===== src/sv/assert_macros.svh =====
// ---------------------------------------------------------------------------
// assert_macros.svh
// Concurrent assertion helpers. Define NO_ASSERTIONS to drop them.
// ---------------------------------------------------------------------------
`ifndef ASSERT_MACROS_SVH
`define ASSERT_MACROS_SVH

`ifndef NO_ASSERTIONS

// Implication checked in the same cycle.
`define ASSERT_SAME(lbl, clk, rstn, ante, cons, msg) \
    lbl: assert property (@(posedge clk) disable iff (!rstn) (ante) |-> (cons)) \
        else $error(msg);

// Implication checked in the following cycle.
`define ASSERT_NEXT(lbl, clk, rstn, ante, cons, msg) \
    lbl: assert property (@(posedge clk) disable iff (!rstn) (ante) |=> (cons)) \
        else $error(msg);

`else

`define ASSERT_SAME(lbl, clk, rstn, ante, cons, msg)
`define ASSERT_NEXT(lbl, clk, rstn, ante, cons, msg)

`endif

`endif


===== src/sv/bbsp_pkg.sv =====
`timescale 1ns / 1ps
// ---------------------------------------------------------------------------
// bbsp_pkg
// Shared constants and types of the block stream parser.
// ---------------------------------------------------------------------------
package bbsp_pkg;

    localparam int NUM_SIGNATURES_DEF      = 3;
    localparam int SLOTS_PER_SIGNATURE_DEF = 5;

    localparam int BYTE_W   = 8;
    localparam int WORD_W   = 16;
    localparam int CNT_W    = 3;
    localparam int KIND_W   = 2;
    localparam int PHASE_W  = 3;
    localparam int REPORT_N = 3;

    localparam logic [BYTE_W-1:0] SYNC_FIRST  = 8'h55;
    localparam logic [BYTE_W-1:0] SYNC_SECOND = 8'haa;
    localparam logic [WORD_W-1:0] FRAME_MARK  = 16'haa55;

    localparam logic [PHASE_W-1:0] PH_SEARCH = 3'd0;
    localparam logic [PHASE_W-1:0] PH_CHECK  = 3'd1;
    localparam logic [PHASE_W-1:0] PH_SIG    = 3'd2;
    localparam logic [PHASE_W-1:0] PH_X      = 3'd3;
    localparam logic [PHASE_W-1:0] PH_Y      = 3'd4;
    localparam logic [PHASE_W-1:0] PH_WIDTH  = 3'd5;
    localparam logic [PHASE_W-1:0] PH_HEIGHT = 3'd6;

    localparam logic [KIND_W-1:0] KIND_STORED  = 2'd0;
    localparam logic [KIND_W-1:0] KIND_COMMIT  = 2'd1;
    localparam logic [KIND_W-1:0] KIND_ERROR   = 2'd2;
    localparam logic [KIND_W-1:0] KIND_DROPPED = 2'd3;

    typedef struct packed {
        logic clear;
        logic bump;
    } tally_ctrl_t;

    typedef struct packed {
        logic                             ok;
        logic [CNT_W-1:0]                 slot;
        logic [REPORT_N-1:0][CNT_W-1:0]   counts;
    } tally_stat_t;

endpackage


===== src/sv/blob_block_stream_parser.sv =====
`timescale 1ns / 1ps
// Latency: a result appears on m_ the cycle after the byte that completes it is taken.
// Throughput: one byte per cycle; s_ready drops only while a result waits on m_ready.
// The running checksum is summed word by word, so the last byte needs one add and compare.
// Reset (aresetn low, synchronous) returns the parser to sync search and clears
// the frame tallies and the output valid.
// ---------------------------------------------------------------------------
// blob_block_stream_parser
// Sync-word record parser: assembles block words from a byte stream, checks
// the checksum and reports stored, dropped and bad blocks and frame commits.
// ---------------------------------------------------------------------------
`include "assert_macros.svh"

module blob_block_stream_parser #(
    parameter int NUM_SIGNATURES      = bbsp_pkg::NUM_SIGNATURES_DEF,
    parameter int SLOTS_PER_SIGNATURE = bbsp_pkg::SLOTS_PER_SIGNATURE_DEF
) (
    input  logic                          aclk,
    input  logic                          aresetn,
    input  logic                          s_valid,
    output logic                          s_ready,
    input  logic [bbsp_pkg::BYTE_W-1:0]   s_rx_byte,
    output logic                          m_valid,
    input  logic                          m_ready,
    output logic [bbsp_pkg::KIND_W-1:0]   m_kind,
    output logic [bbsp_pkg::WORD_W-1:0]   m_object_signature,
    output logic [bbsp_pkg::CNT_W-1:0]    m_slot_index,
    output logic [bbsp_pkg::WORD_W-1:0]   m_x_pos,
    output logic [bbsp_pkg::WORD_W-1:0]   m_y_pos,
    output logic [bbsp_pkg::WORD_W-1:0]   m_box_width,
    output logic [bbsp_pkg::WORD_W-1:0]   m_box_height,
    output logic [bbsp_pkg::CNT_W-1:0]    m_first_sig_count,
    output logic [bbsp_pkg::CNT_W-1:0]    m_second_sig_count,
    output logic [bbsp_pkg::CNT_W-1:0]    m_third_sig_count
);

    logic [bbsp_pkg::PHASE_W-1:0] phase_reg, phase_next;
    logic                         half_reg, half_next;
    logic [bbsp_pkg::BYTE_W-1:0]  low_reg, low_next;
    logic [bbsp_pkg::WORD_W-1:0]  check_reg, check_next;
    logic [bbsp_pkg::WORD_W-1:0]  sig_reg, sig_next;
    logic [bbsp_pkg::WORD_W-1:0]  x_reg, x_next;
    logic [bbsp_pkg::WORD_W-1:0]  y_reg, y_next;
    logic [bbsp_pkg::WORD_W-1:0]  width_reg, width_next;
    logic [bbsp_pkg::WORD_W-1:0]  sum_reg, sum_next;
    logic                         good_reg, good_next;
    logic                         err_reg, err_next;

    logic                         out_valid_reg, out_valid_next;
    logic [bbsp_pkg::KIND_W-1:0]  kind_reg, kind_next;
    logic [bbsp_pkg::WORD_W-1:0]  osig_reg, osig_next;
    logic [bbsp_pkg::CNT_W-1:0]   slot_reg, slot_next;
    logic [bbsp_pkg::WORD_W-1:0]  ox_reg, ox_next;
    logic [bbsp_pkg::WORD_W-1:0]  oy_reg, oy_next;
    logic [bbsp_pkg::WORD_W-1:0]  ow_reg, ow_next;
    logic [bbsp_pkg::WORD_W-1:0]  oh_reg, oh_next;
    logic [bbsp_pkg::CNT_W-1:0]   c1_reg, c1_next;
    logic [bbsp_pkg::CNT_W-1:0]   c2_reg, c2_next;
    logic [bbsp_pkg::CNT_W-1:0]   c3_reg, c3_next;

    logic                         acc;
    logic                         emit;
    logic [bbsp_pkg::WORD_W-1:0]  word;
    logic [bbsp_pkg::WORD_W-1:0]  total;
    bbsp_pkg::tally_ctrl_t        tctrl;
    bbsp_pkg::tally_stat_t        tstat;

    bbsp_tally #(
        .NUM_SIGNATURES      (NUM_SIGNATURES),
        .SLOTS_PER_SIGNATURE (SLOTS_PER_SIGNATURE)
    ) u_tally (
        .aclk     (aclk),
        .aresetn  (aresetn),
        .sig_word (sig_reg),
        .ctrl     (tctrl),
        .stat     (tstat)
    );

    assign s_ready = !out_valid_reg || m_ready;
    assign acc     = s_valid && s_ready;
    assign word    = {s_rx_byte, low_reg};
    assign total   = sum_reg + word;

    always_comb begin
        phase_next = phase_reg;
        half_next  = half_reg;
        low_next   = low_reg;
        check_next = check_reg;
        sig_next   = sig_reg;
        x_next     = x_reg;
        y_next     = y_reg;
        width_next = width_reg;
        sum_next   = sum_reg;
        good_next  = good_reg;
        err_next   = err_reg;
        tctrl      = '0;
        emit       = 1'b0;
        kind_next  = kind_reg;
        osig_next  = '0;
        slot_next  = '0;
        ox_next    = '0;
        oy_next    = '0;
        ow_next    = '0;
        oh_next    = '0;
        c1_next    = '0;
        c2_next    = '0;
        c3_next    = '0;

        if (acc) begin
            case (phase_reg)
                bbsp_pkg::PH_SEARCH: begin
                    if (s_rx_byte != '0) begin
                        if (!half_reg) begin
                            half_next = (s_rx_byte == bbsp_pkg::SYNC_FIRST);
                        end else if (s_rx_byte == bbsp_pkg::SYNC_SECOND) begin
                            phase_next = bbsp_pkg::PH_CHECK;
                            half_next  = 1'b0;
                        end else begin
                            half_next = (s_rx_byte == bbsp_pkg::SYNC_FIRST);
                        end
                    end
                end
                bbsp_pkg::PH_CHECK, bbsp_pkg::PH_SIG, bbsp_pkg::PH_X,
                bbsp_pkg::PH_Y, bbsp_pkg::PH_WIDTH, bbsp_pkg::PH_HEIGHT: begin
                    if (!half_reg) begin
                        low_next  = s_rx_byte;
                        half_next = 1'b1;
                    end else begin
                        half_next = 1'b0;
                        case (phase_reg)
                            bbsp_pkg::PH_CHECK: begin
                                if (word == bbsp_pkg::FRAME_MARK) begin
                                    if (good_reg && !err_reg) begin
                                        emit      = 1'b1;
                                        kind_next = bbsp_pkg::KIND_COMMIT;
                                        c1_next   = tstat.counts[0];
                                        c2_next   = tstat.counts[1];
                                        c3_next   = tstat.counts[2];
                                    end
                                    good_next   = 1'b0;
                                    err_next    = 1'b0;
                                    tctrl.clear = 1'b1;
                                end else begin
                                    check_next = word;
                                    phase_next = bbsp_pkg::PH_SIG;
                                end
                            end
                            bbsp_pkg::PH_SIG: begin
                                sig_next   = word;
                                sum_next   = word;
                                phase_next = bbsp_pkg::PH_X;
                            end
                            bbsp_pkg::PH_X: begin
                                x_next     = word;
                                sum_next   = total;
                                phase_next = bbsp_pkg::PH_Y;
                            end
                            bbsp_pkg::PH_Y: begin
                                y_next     = word;
                                sum_next   = total;
                                phase_next = bbsp_pkg::PH_WIDTH;
                            end
                            bbsp_pkg::PH_WIDTH: begin
                                width_next = word;
                                sum_next   = total;
                                phase_next = bbsp_pkg::PH_HEIGHT;
                            end
                            default: begin
                                // height word closes the block
                                phase_next = bbsp_pkg::PH_SEARCH;
                                emit       = 1'b1;
                                osig_next  = sig_reg;
                                ox_next    = x_reg;
                                oy_next    = y_reg;
                                ow_next    = width_reg;
                                oh_next    = word;
                                if (total != check_reg) begin
                                    err_next  = 1'b1;
                                    kind_next = bbsp_pkg::KIND_ERROR;
                                end else begin
                                    good_next = 1'b1;
                                    if (tstat.ok) begin
                                        kind_next  = bbsp_pkg::KIND_STORED;
                                        slot_next  = tstat.slot;
                                        tctrl.bump = 1'b1;
                                    end else begin
                                        kind_next = bbsp_pkg::KIND_DROPPED;
                                    end
                                end
                            end
                        endcase
                    end
                end
                default: begin
                    phase_next = bbsp_pkg::PH_SEARCH;
                end
            endcase
        end

        if (emit) begin
            out_valid_next = 1'b1;
        end else if (m_ready) begin
            out_valid_next = 1'b0;
        end else begin
            out_valid_next = out_valid_reg;
        end
    end

    always_ff @(posedge aclk) begin
        if (!aresetn) begin
            phase_reg     <= bbsp_pkg::PH_SEARCH;
            half_reg      <= 1'b0;
            good_reg      <= 1'b0;
            err_reg       <= 1'b0;
            out_valid_reg <= 1'b0;
        end else begin
            phase_reg     <= phase_next;
            half_reg      <= half_next;
            good_reg      <= good_next;
            err_reg       <= err_next;
            out_valid_reg <= out_valid_next;
        end
    end

    always_ff @(posedge aclk) begin
        low_reg   <= low_next;
        check_reg <= check_next;
        sig_reg   <= sig_next;
        x_reg     <= x_next;
        y_reg     <= y_next;
        width_reg <= width_next;
        sum_reg   <= sum_next;
        if (emit) begin
            kind_reg <= kind_next;
            osig_reg <= osig_next;
            slot_reg <= slot_next;
            ox_reg   <= ox_next;
            oy_reg   <= oy_next;
            ow_reg   <= ow_next;
            oh_reg   <= oh_next;
            c1_reg   <= c1_next;
            c2_reg   <= c2_next;
            c3_reg   <= c3_next;
        end
    end

    assign m_valid            = out_valid_reg;
    assign m_kind             = kind_reg;
    assign m_object_signature = osig_reg;
    assign m_slot_index       = slot_reg;
    assign m_x_pos            = ox_reg;
    assign m_y_pos            = oy_reg;
    assign m_box_width        = ow_reg;
    assign m_box_height       = oh_reg;
    assign m_first_sig_count  = c1_reg;
    assign m_second_sig_count = c2_reg;
    assign m_third_sig_count  = c3_reg;

    `ASSERT_NEXT(a_height_emits, aclk, aresetn, acc && half_reg && phase_reg == bbsp_pkg::PH_HEIGHT, m_valid, "completed block gave no result")
    `ASSERT_SAME(a_slot_bound, aclk, aresetn, m_valid && m_kind == bbsp_pkg::KIND_STORED, m_slot_index < bbsp_pkg::CNT_W'(SLOTS_PER_SIGNATURE), "stored slot out of range")
    `ASSERT_SAME(a_commit_clean, aclk, aresetn, m_valid && m_kind == bbsp_pkg::KIND_COMMIT, m_object_signature == '0 && m_slot_index == '0, "commit carries block fields")
    `ASSERT_NEXT(a_search_after_block, aclk, aresetn, acc && half_reg && phase_reg == bbsp_pkg::PH_HEIGHT, phase_reg == bbsp_pkg::PH_SEARCH && !half_reg, "parser did not resync after block")

endmodule


===== src/sv/bbsp_tally.sv =====
`timescale 1ns / 1ps
// ---------------------------------------------------------------------------
// bbsp_tally
// Per-signature block counts of the current frame: slot lookup, bump, clear.
// ---------------------------------------------------------------------------
module bbsp_tally #(
    parameter int NUM_SIGNATURES      = bbsp_pkg::NUM_SIGNATURES_DEF,
    parameter int SLOTS_PER_SIGNATURE = bbsp_pkg::SLOTS_PER_SIGNATURE_DEF
) (
    input  logic                          aclk,
    input  logic                          aresetn,
    input  logic [bbsp_pkg::WORD_W-1:0]   sig_word,
    input  bbsp_pkg::tally_ctrl_t         ctrl,
    output bbsp_pkg::tally_stat_t         stat
);

    logic [bbsp_pkg::CNT_W-1:0] cnt_reg  [NUM_SIGNATURES];
    logic [bbsp_pkg::CNT_W-1:0] cnt_next [NUM_SIGNATURES];
    logic [NUM_SIGNATURES-1:0]  hit;
    logic [bbsp_pkg::CNT_W-1:0] sel_cnt;
    logic                       room;
    logic [bbsp_pkg::REPORT_N-1:0][bbsp_pkg::CNT_W-1:0] rep_cnt;

    always_comb begin
        sel_cnt = '0;
        for (int i = 0; i < NUM_SIGNATURES; i++) begin
            hit[i] = (sig_word == bbsp_pkg::WORD_W'(i + 1));
            if (hit[i]) begin
                sel_cnt = sel_cnt | cnt_reg[i];
            end
        end
        room        = (sel_cnt < bbsp_pkg::CNT_W'(SLOTS_PER_SIGNATURE));
        stat.ok     = (|hit) && room;
        stat.slot   = sel_cnt;
        stat.counts = rep_cnt;
        for (int i = 0; i < NUM_SIGNATURES; i++) begin
            if (ctrl.clear) begin
                cnt_next[i] = '0;
            end else if (ctrl.bump && hit[i] && room) begin
                cnt_next[i] = cnt_reg[i] + 1'b1;
            end else begin
                cnt_next[i] = cnt_reg[i];
            end
        end
    end

    for (genvar j = 0; j < bbsp_pkg::REPORT_N; j++) begin : g_report
        if (j < NUM_SIGNATURES) begin : g_used
            assign rep_cnt[j] = cnt_reg[j];
        end else begin : g_unused
            assign rep_cnt[j] = '0;
        end
    end

    always_ff @(posedge aclk) begin
        for (int i = 0; i < NUM_SIGNATURES; i++) begin
            if (!aresetn) begin
                cnt_reg[i] <= '0;
            end else begin
                cnt_reg[i] <= cnt_next[i];
            end
        end
    end

endmodule

===== config.mk =====
export PLATFORM = sky130hd
export DESIGN_NAME = blob_block_stream_parser
export DESIGN_NICKNAME = d
export VERILOG_FILES = /design/src/sv/bbsp_pkg.sv /design/src/sv/blob_block_stream_parser.sv /design/src/sv/bbsp_tally.sv
export VERILOG_INCLUDE_DIRS = /design/src /design/src/sv
export SDC_FILE = /design/constraint.sdc
export NUM_CORES = 1
export LEC_CHECK = 0
export BUFFER_PORTS_ARGS = -buffer_cell sky130_fd_sc_hd__buf_4
export CAP_MARGIN = 20
export CORE_MARGIN = 8
export CORE_UTILIZATION = 35
export CTS_CLUSTER_DIAMETER = 40
export DETAILED_ROUTE_END_ITERATION = 10
export GPL_TIMING_DRIVEN = 0
export PLACE_DENSITY_LB_ADDON = 0.08
export SLEW_MARGIN = 20
export SYNTH_ARGS = -nofsm -noshare
export SYNTH_HDL_FRONTEND = slang
export SYNTH_HIERARCHICAL = 1
export SYNTH_SLANG_ARGS = --single-unit

===== constraint.sdc =====
create_clock -name aclk -period 11.3 [get_ports aclk]
set_input_delay 0.565 -clock aclk [delete_from_list [all_inputs] [get_ports aclk]]
set_output_delay 0.565 -clock aclk [all_outputs]
set_load 0.05 [all_outputs]

### After elaboration in Yosys (flattened, before gate mapping)

Memory sizes are Yosys's and may differ from the RTL's.
Index checks and enable logic that the tools add are counted.

| cells by class | value |
|---|---|
| add/subtract/negate cells | 4 |
| eq/ne operators | 21 |
| reductions and logical operators | 38 |
| bitwise logic cells | 11 |
| multiplexer cells | 53 |
| magnitude comparators | 1 |

Operators by type and width:

| operator | number |
|---|---|
| 3-bit 2-to-1 mux | 17 |
| 16-bit by 2-bit == test with 1-bit output (second input constant) | 2 |
| 16-bit one-hot mux with 2 select lines | 1 |
| 6-bit AND reduction | 4 |
| 1-bit 2-to-1 mux | 21 |
| 4-bit AND reduction | 5 |
| 16-bit adder | 1 |
| 16-bit by 1-bit == test with 1-bit output (second input constant) | 1 |
| 16-bit == test (second input constant) | 1 |
| 16-bit != test | 1 |
| 3-bit one-hot mux with 5 select lines | 1 |
| 2-bit 2-to-1 mux | 7 |
| 2-bit != test (second input constant) | 6 |
| 10-bit OR reduction | 1 |
| 3-bit by 1-bit adder with 3-bit output (second input constant) | 3 |
| 3-bit == test (second input constant) | 3 |
| 1-bit logical AND | 9 |
| 8-bit by 7-bit == test with 1-bit output (second input constant) | 1 |
| 8-bit == test (second input constant) | 1 |
| 1-bit one-hot mux with 2 select lines | 4 |
| 2-bit nonzero test | 4 |
| 8-bit nonzero test | 1 |
| 8-bit OR reduction | 1 |
| 7-bit AND reduction | 1 |
| other kinds (19) | 31 |

| word-level totals | value |
|---|---|
| memory bits (writable) | 9 |
| register bits after elaboration | 205 |
| output and inout port bits | 96 |
| memories | 1 |
| bits of input ports | 12 |
| logic and storage cells | 151 |

Memories:

| name | words | bits a word | rd ports | clocked after memory_dff | wr ports | line | text |
|---|---|---|---|---|---|---|---|
| u_tally.cnt_reg | 3 | 3 | 3 | 0 | 3 | bbsp_tally.sv:17 | `logic [bbsp_pkg::CNT_W-1:0] cnt_reg [NUM_SIGNATURES];` |

### Longest topological paths before layout

| logic depth | value |
|---|---|
| depth in word-level cells | 19 |
| depth in mapped cells | 14 |
| depth with buffers taken out | 14 |

### Modules after synthesis

The synthesis kept the hierarchy.

Modules (own cells, without submodules):

| module | instances | seq. area each (um^2) | area an instance (um^2) | cells an instance |
|---|---|---|---|---|
| blob_block_stream_parser | 1 | 6085.8 | 8670.8 | 605 |
| bbsp_tally | 1 | 180.2 | 611.8 | 73 |

### Worst setup path after synthesis

Ideal clock, no wire load.

| timing | value |
|---|---|
| path kind | input to register |
| start | input s_rx_byte[6] (netlist name) |
| end | register oh_reg, in the netlist m_box_height[0] (enable) |
| stages | 6 |
| setup time | 544 ps |
| arrival | 5300 ps |
| data required time | 10756 ps |
| path buffers | 0 |
| setup slack | 5457 ps |
| cell sequence | nor4_1 -> and2_1 -> and3_1 -> and2_1 -> a31oi_1 -> nor2_1 |

| between the ends | value |
|---|---|
| longest elaborated chain between the ends | 6 |

RTL lines:

| what | line | text |
|---|---|---|
| start: declaration | blob_block_stream_parser.sv:22 | `input logic [bbsp_pkg::BYTE_W-1:0] s_rx_byte,` |
| 16-bit == test | blob_block_stream_parser.sv:132 | `if (word == bbsp_pkg::FRAME_MARK) begin` |
| 1-bit 2-to-1 mux | blob_block_stream_parser.sv:132 |  |
| 1-bit one-hot mux with 2 select lines | blob_block_stream_parser.sv:130 | `case (phase_reg)` |
| 1-bit 2-to-1 mux | blob_block_stream_parser.sv:125 | `if (!half_reg) begin` |
| 1-bit 2-to-1 mux | blob_block_stream_parser.sv:110 | `case (phase_reg)` |
| 1-bit 2-to-1 mux | blob_block_stream_parser.sv:109 | `if (acc) begin` |
| named net emit | blob_block_stream_parser.sv:62 | `logic emit;` |
| end signal: assignment | blob_block_stream_parser.sv:240 | `oh_reg <= oh_next;` |
| end: declaration | blob_block_stream_parser.sv:56 | `logic [bbsp_pkg::WORD_W-1:0] oh_reg, oh_next;` |

The timed path passes the listed nets, and every way through them passes these cells.
A chain may end at the register's enable or synchronous reset.

==> results.sh <==
export IMPL_outcome="completed"
export IMPL_final_antenna_net_count=0
export IMPL_hpwl_um=16300
export IMPL_syn_area_per_cell_um2=13.7
export IMPL_period_share_pct=41.8
export IMPL_power_frac_seq_pct=46.4
export IMPL_rows=59
export IMPL_synth_distinct_cells=64
export IMPL_ys_warn_count=6
export IMPL_cts_sinks=214
export IMPL_hold_path_class="input port to flip-flop"
export IMPL_critPathCapture="u_tally/cnt_reg[2][2]"
export IMPL_synth_top_cell_area_share_pct=64.1
export IMPL_syn_cell_area_um2=9280
export IMPL_clk_path_buf_depth=3
export IMPL_grt_usage_pct=14.6
export IMPL_reg2reg_depth=14
export IMPL_power_frac_comb_pct=1.9
export IMPL_synthCells=678
export IMPL_grt_overflow_total=0
export IMPL_dr_total_vias=6033
export IMPL_use_met3_pct=3.01
export IMPL_start_util_pct=35.6
export IMPL_required_ps=11780
export IMPL_cts_clk_slew_worst_paths_ps=60
export IMPL_pin_count=108
export IMPL_gr_usage_met1_pct=19.2
export IMPL_clkLatencyLatePin_ps=560
export IMPL_intPower_mw=1.45
export IMPL_grt_setup_unrepaired="no"
export IMPL_total_leakage_power_nw=4.26
export IMPL_synth_top_flop_cell="edfxtp_1"
export IMPL_grt_pass1_wl_um=35900
export IMPL_netSwitchingFraction_pct=21.3
export IMPL_r2r_start="low_reg[0]"
export IMPL_dpl_cell_count=1129
export IMPL_cp_arrival_ps=5210
export IMPL_yosys_cell_count_top_type="edfxtp_1"
export IMPL_wl_um=23800
export IMPL_worst_slack_ps=6580
export IMPL_fill_cells=2420
export IMPL_crit_fanout=9
export IMPL_cts_made_buffers=31
export IMPL_synth_top_area_cell="edfxtp_1"
export IMPL_coreArea_um2=26100
export IMPL_period_minus_slack_ps=4730
export IMPL_route_detailed_drc=0
export IMPL_worst_pin_slew_ps=998
export IMPL_detail_route_first_pass_iterations=5
export IMPL_synth_commonest_cells="198 x edfxtp_1, 88 x and3_1, 45 x nand2_1"
export IMPL_finalHoldViolCount=0
export IMPL_fin_nets=858
export IMPL_max_freq_mhz=212
export IMPL_grt_antenna_before_repair=1
export IMPL_setup_viol=0
export IMPL_synthesis_nets=709
export IMPL_via_per_inst=5.09
export IMPL_r2r_end="u_tally/cnt_reg[2][2]"
export IMPL_grt_use_met2_pct=23.9
export IMPL_cts_tree="yes"
export IMPL_stdcell_count=1186
export IMPL_holdPathStages=1
export IMPL_p_per_area_nw_per_um2=157
export IMPL_cts_root_buf="clkbuf_16"
export IMPL_drv_cap=0
export IMPL_max_vdd_ir_drop_v=0.000113
export IMPL_r2r_slack_ps=6580
export IMPL_die_w_um=179
export IMPL_dp_worst_setup_slack_ps=6550
export IMPL_critPathKind="flip-flop to flip-flop"
export IMPL_power_switching_uw=392
export IMPL_grt_pass1_vias=6099
export IMPL_fin_setup_tns_ps=0
export IMPL_fin_skew_ps=11.8
export IMPL_top_usage_layer="met2"
export IMPL_grt_max_degree=28
export IMPL_cts_hold_fix_buffers=0
export IMPL_post_drt_wl_per_cell_um=20.1
export IMPL_startpoint="low_reg[0]"
export IMPL_syn_to_final_growth_pct=26.5
export IMPL_critPathLaunchType="flip-flop"
export IMPL_ys_seq_area_share_pct=67.5
export IMPL_relSlewSlack_pct=33.2
export IMPL_synth_seq_cells=214
export IMPL_portBuffers=107
export IMPL_min_delay_start="s_rx_byte[7]"
export IMPL_post_cts_setup_buffer_count=0
export IMPL_htree_num_levels=1
export IMPL_drt_iter0_drc=417
export IMPL_cp_end_kind="flip-flop"
export IMPL_final_max_slew_viol_count=0
export IMPL_die_y_um=179
export IMPL_p_clk_share_pct=51.7
export IMPL_drive_gt1_share_pct=23.1
export IMPL_dieArea_um2=32000
export IMPL_synthTopCellsByArea="edfxtp_1 64%, and3_1 5.9%, dfxtp_1 3.5%, ha_1 2.4%, nand2_1 1.8%"
export IMPL_n_antenna_cell=0
export IMPL_place_gp_congestion=0.815
export IMPL_synth_edf_count=198
export IMPL_synth_async_reset_ratio_pct=0
export IMPL_cts_resized=0
[cells by family after synthesis]
| family | synth area share [%] |
|---|---|
| AND/OR/NAND/NOR | 15.2 |
| flip-flops | 67.5 |
| AO/OA/AOI/OAI | 7.87 |
| buffers and inverters | 2.10 |
| XOR/XNOR | 3.71 |
| adder cells (fa/ha/maj) | 2.64 |
| multiplexers | 0.984 |
[worst min path at each step]
stage	end	slack (ps)
after global placement	err_reg	450
after floorplan	err_reg	440
final	x_reg[15]	310
after global routing	sig_reg[15]	310
after CTS	width_reg[15]	300
after detailed placement	err_reg	460
[placed cells by master (no fill, tap or decap), types with 6 or more instances in the layout]
master	n
edfxtp_1	198
buf_4	110
and3_1	88
nand2_1	45
clkbuf_1	33
nor2_1	31
clkbuf_16	31
a21oi_1	29
o21ai_0	20
ha_1	18
dfxtp_1	16
and2_1	14
inv_1	13
xor2_1	11
xnor2_1	10
or3_1	9
nand4_1	9
nand3_1	8
nor3_1	7
nor4_1	7
nand2b_1	6
buf_2	6
[through the flow]
stage | area [um2] | hold slack, ps | power, mW | utilization, %
global route | 11700 | 306 | 1.90 | 45.1
finish | 11700 | 314 | 1.84 | 45.1
detailed placement | 10700 | 457 | 0.908 | 41.1
floorplan | 9280 | 437 | 0.892 | -
global placement | 10500 | 448 | 0.907 | 40.3
CTS | 11700 | 295 | 1.87 | 45.1
[worst max-delay path, cell delays in order (launching register included)]
cell       delay, ps
edfxtp_1         550
ha_1             280
inv_1             70
fa_1             410
nand2b_1         200
a21oi_2          220
o211ai_1         230
and3_1           270
or4_1            500
a2111oi_0        440
nand4_1          300
nor2_1           410
nand4_1          190
or4_1            420
a21oi_1          150
[routing by layer]
metal / wire length, um / vias up
met5: 0 / -
met4: 511 / 0
met3: 1520 / 41
met2: 11000 / 169
met1: 10700 / 2924
li1: - / 2899
[area by class of cell]
class                      instances  area [um2]  area share, %
timing repair buffer             116         951           8.10
clock inverter                    21         250           2.13
multi-input combinational        416        2870           24.4
clock buffer                      36         795           6.77
tap                              335         419           3.57
inverter                          13        48.8          0.416
buffer                            35         146           1.25
sequential                       214        6270           53.4
[power groups by stage]
| stage | clock network [mW] | logic [mW] | registers, mW |
|---|---|---|---|
| after global placement | 0 | 0.0351 | 0.872 |
| after global routing | 1.01 | 0.0392 | 0.855 |
| final | 0.953 | 0.0356 | 0.856 |
| after CTS | 0.974 | 0.0358 | 0.856 |
| after floorplan | 0 | 0.0197 | 0.872 |
| after detailed placement | 0 | 0.0356 | 0.872 |
Power figures use the tool's default switching activity.
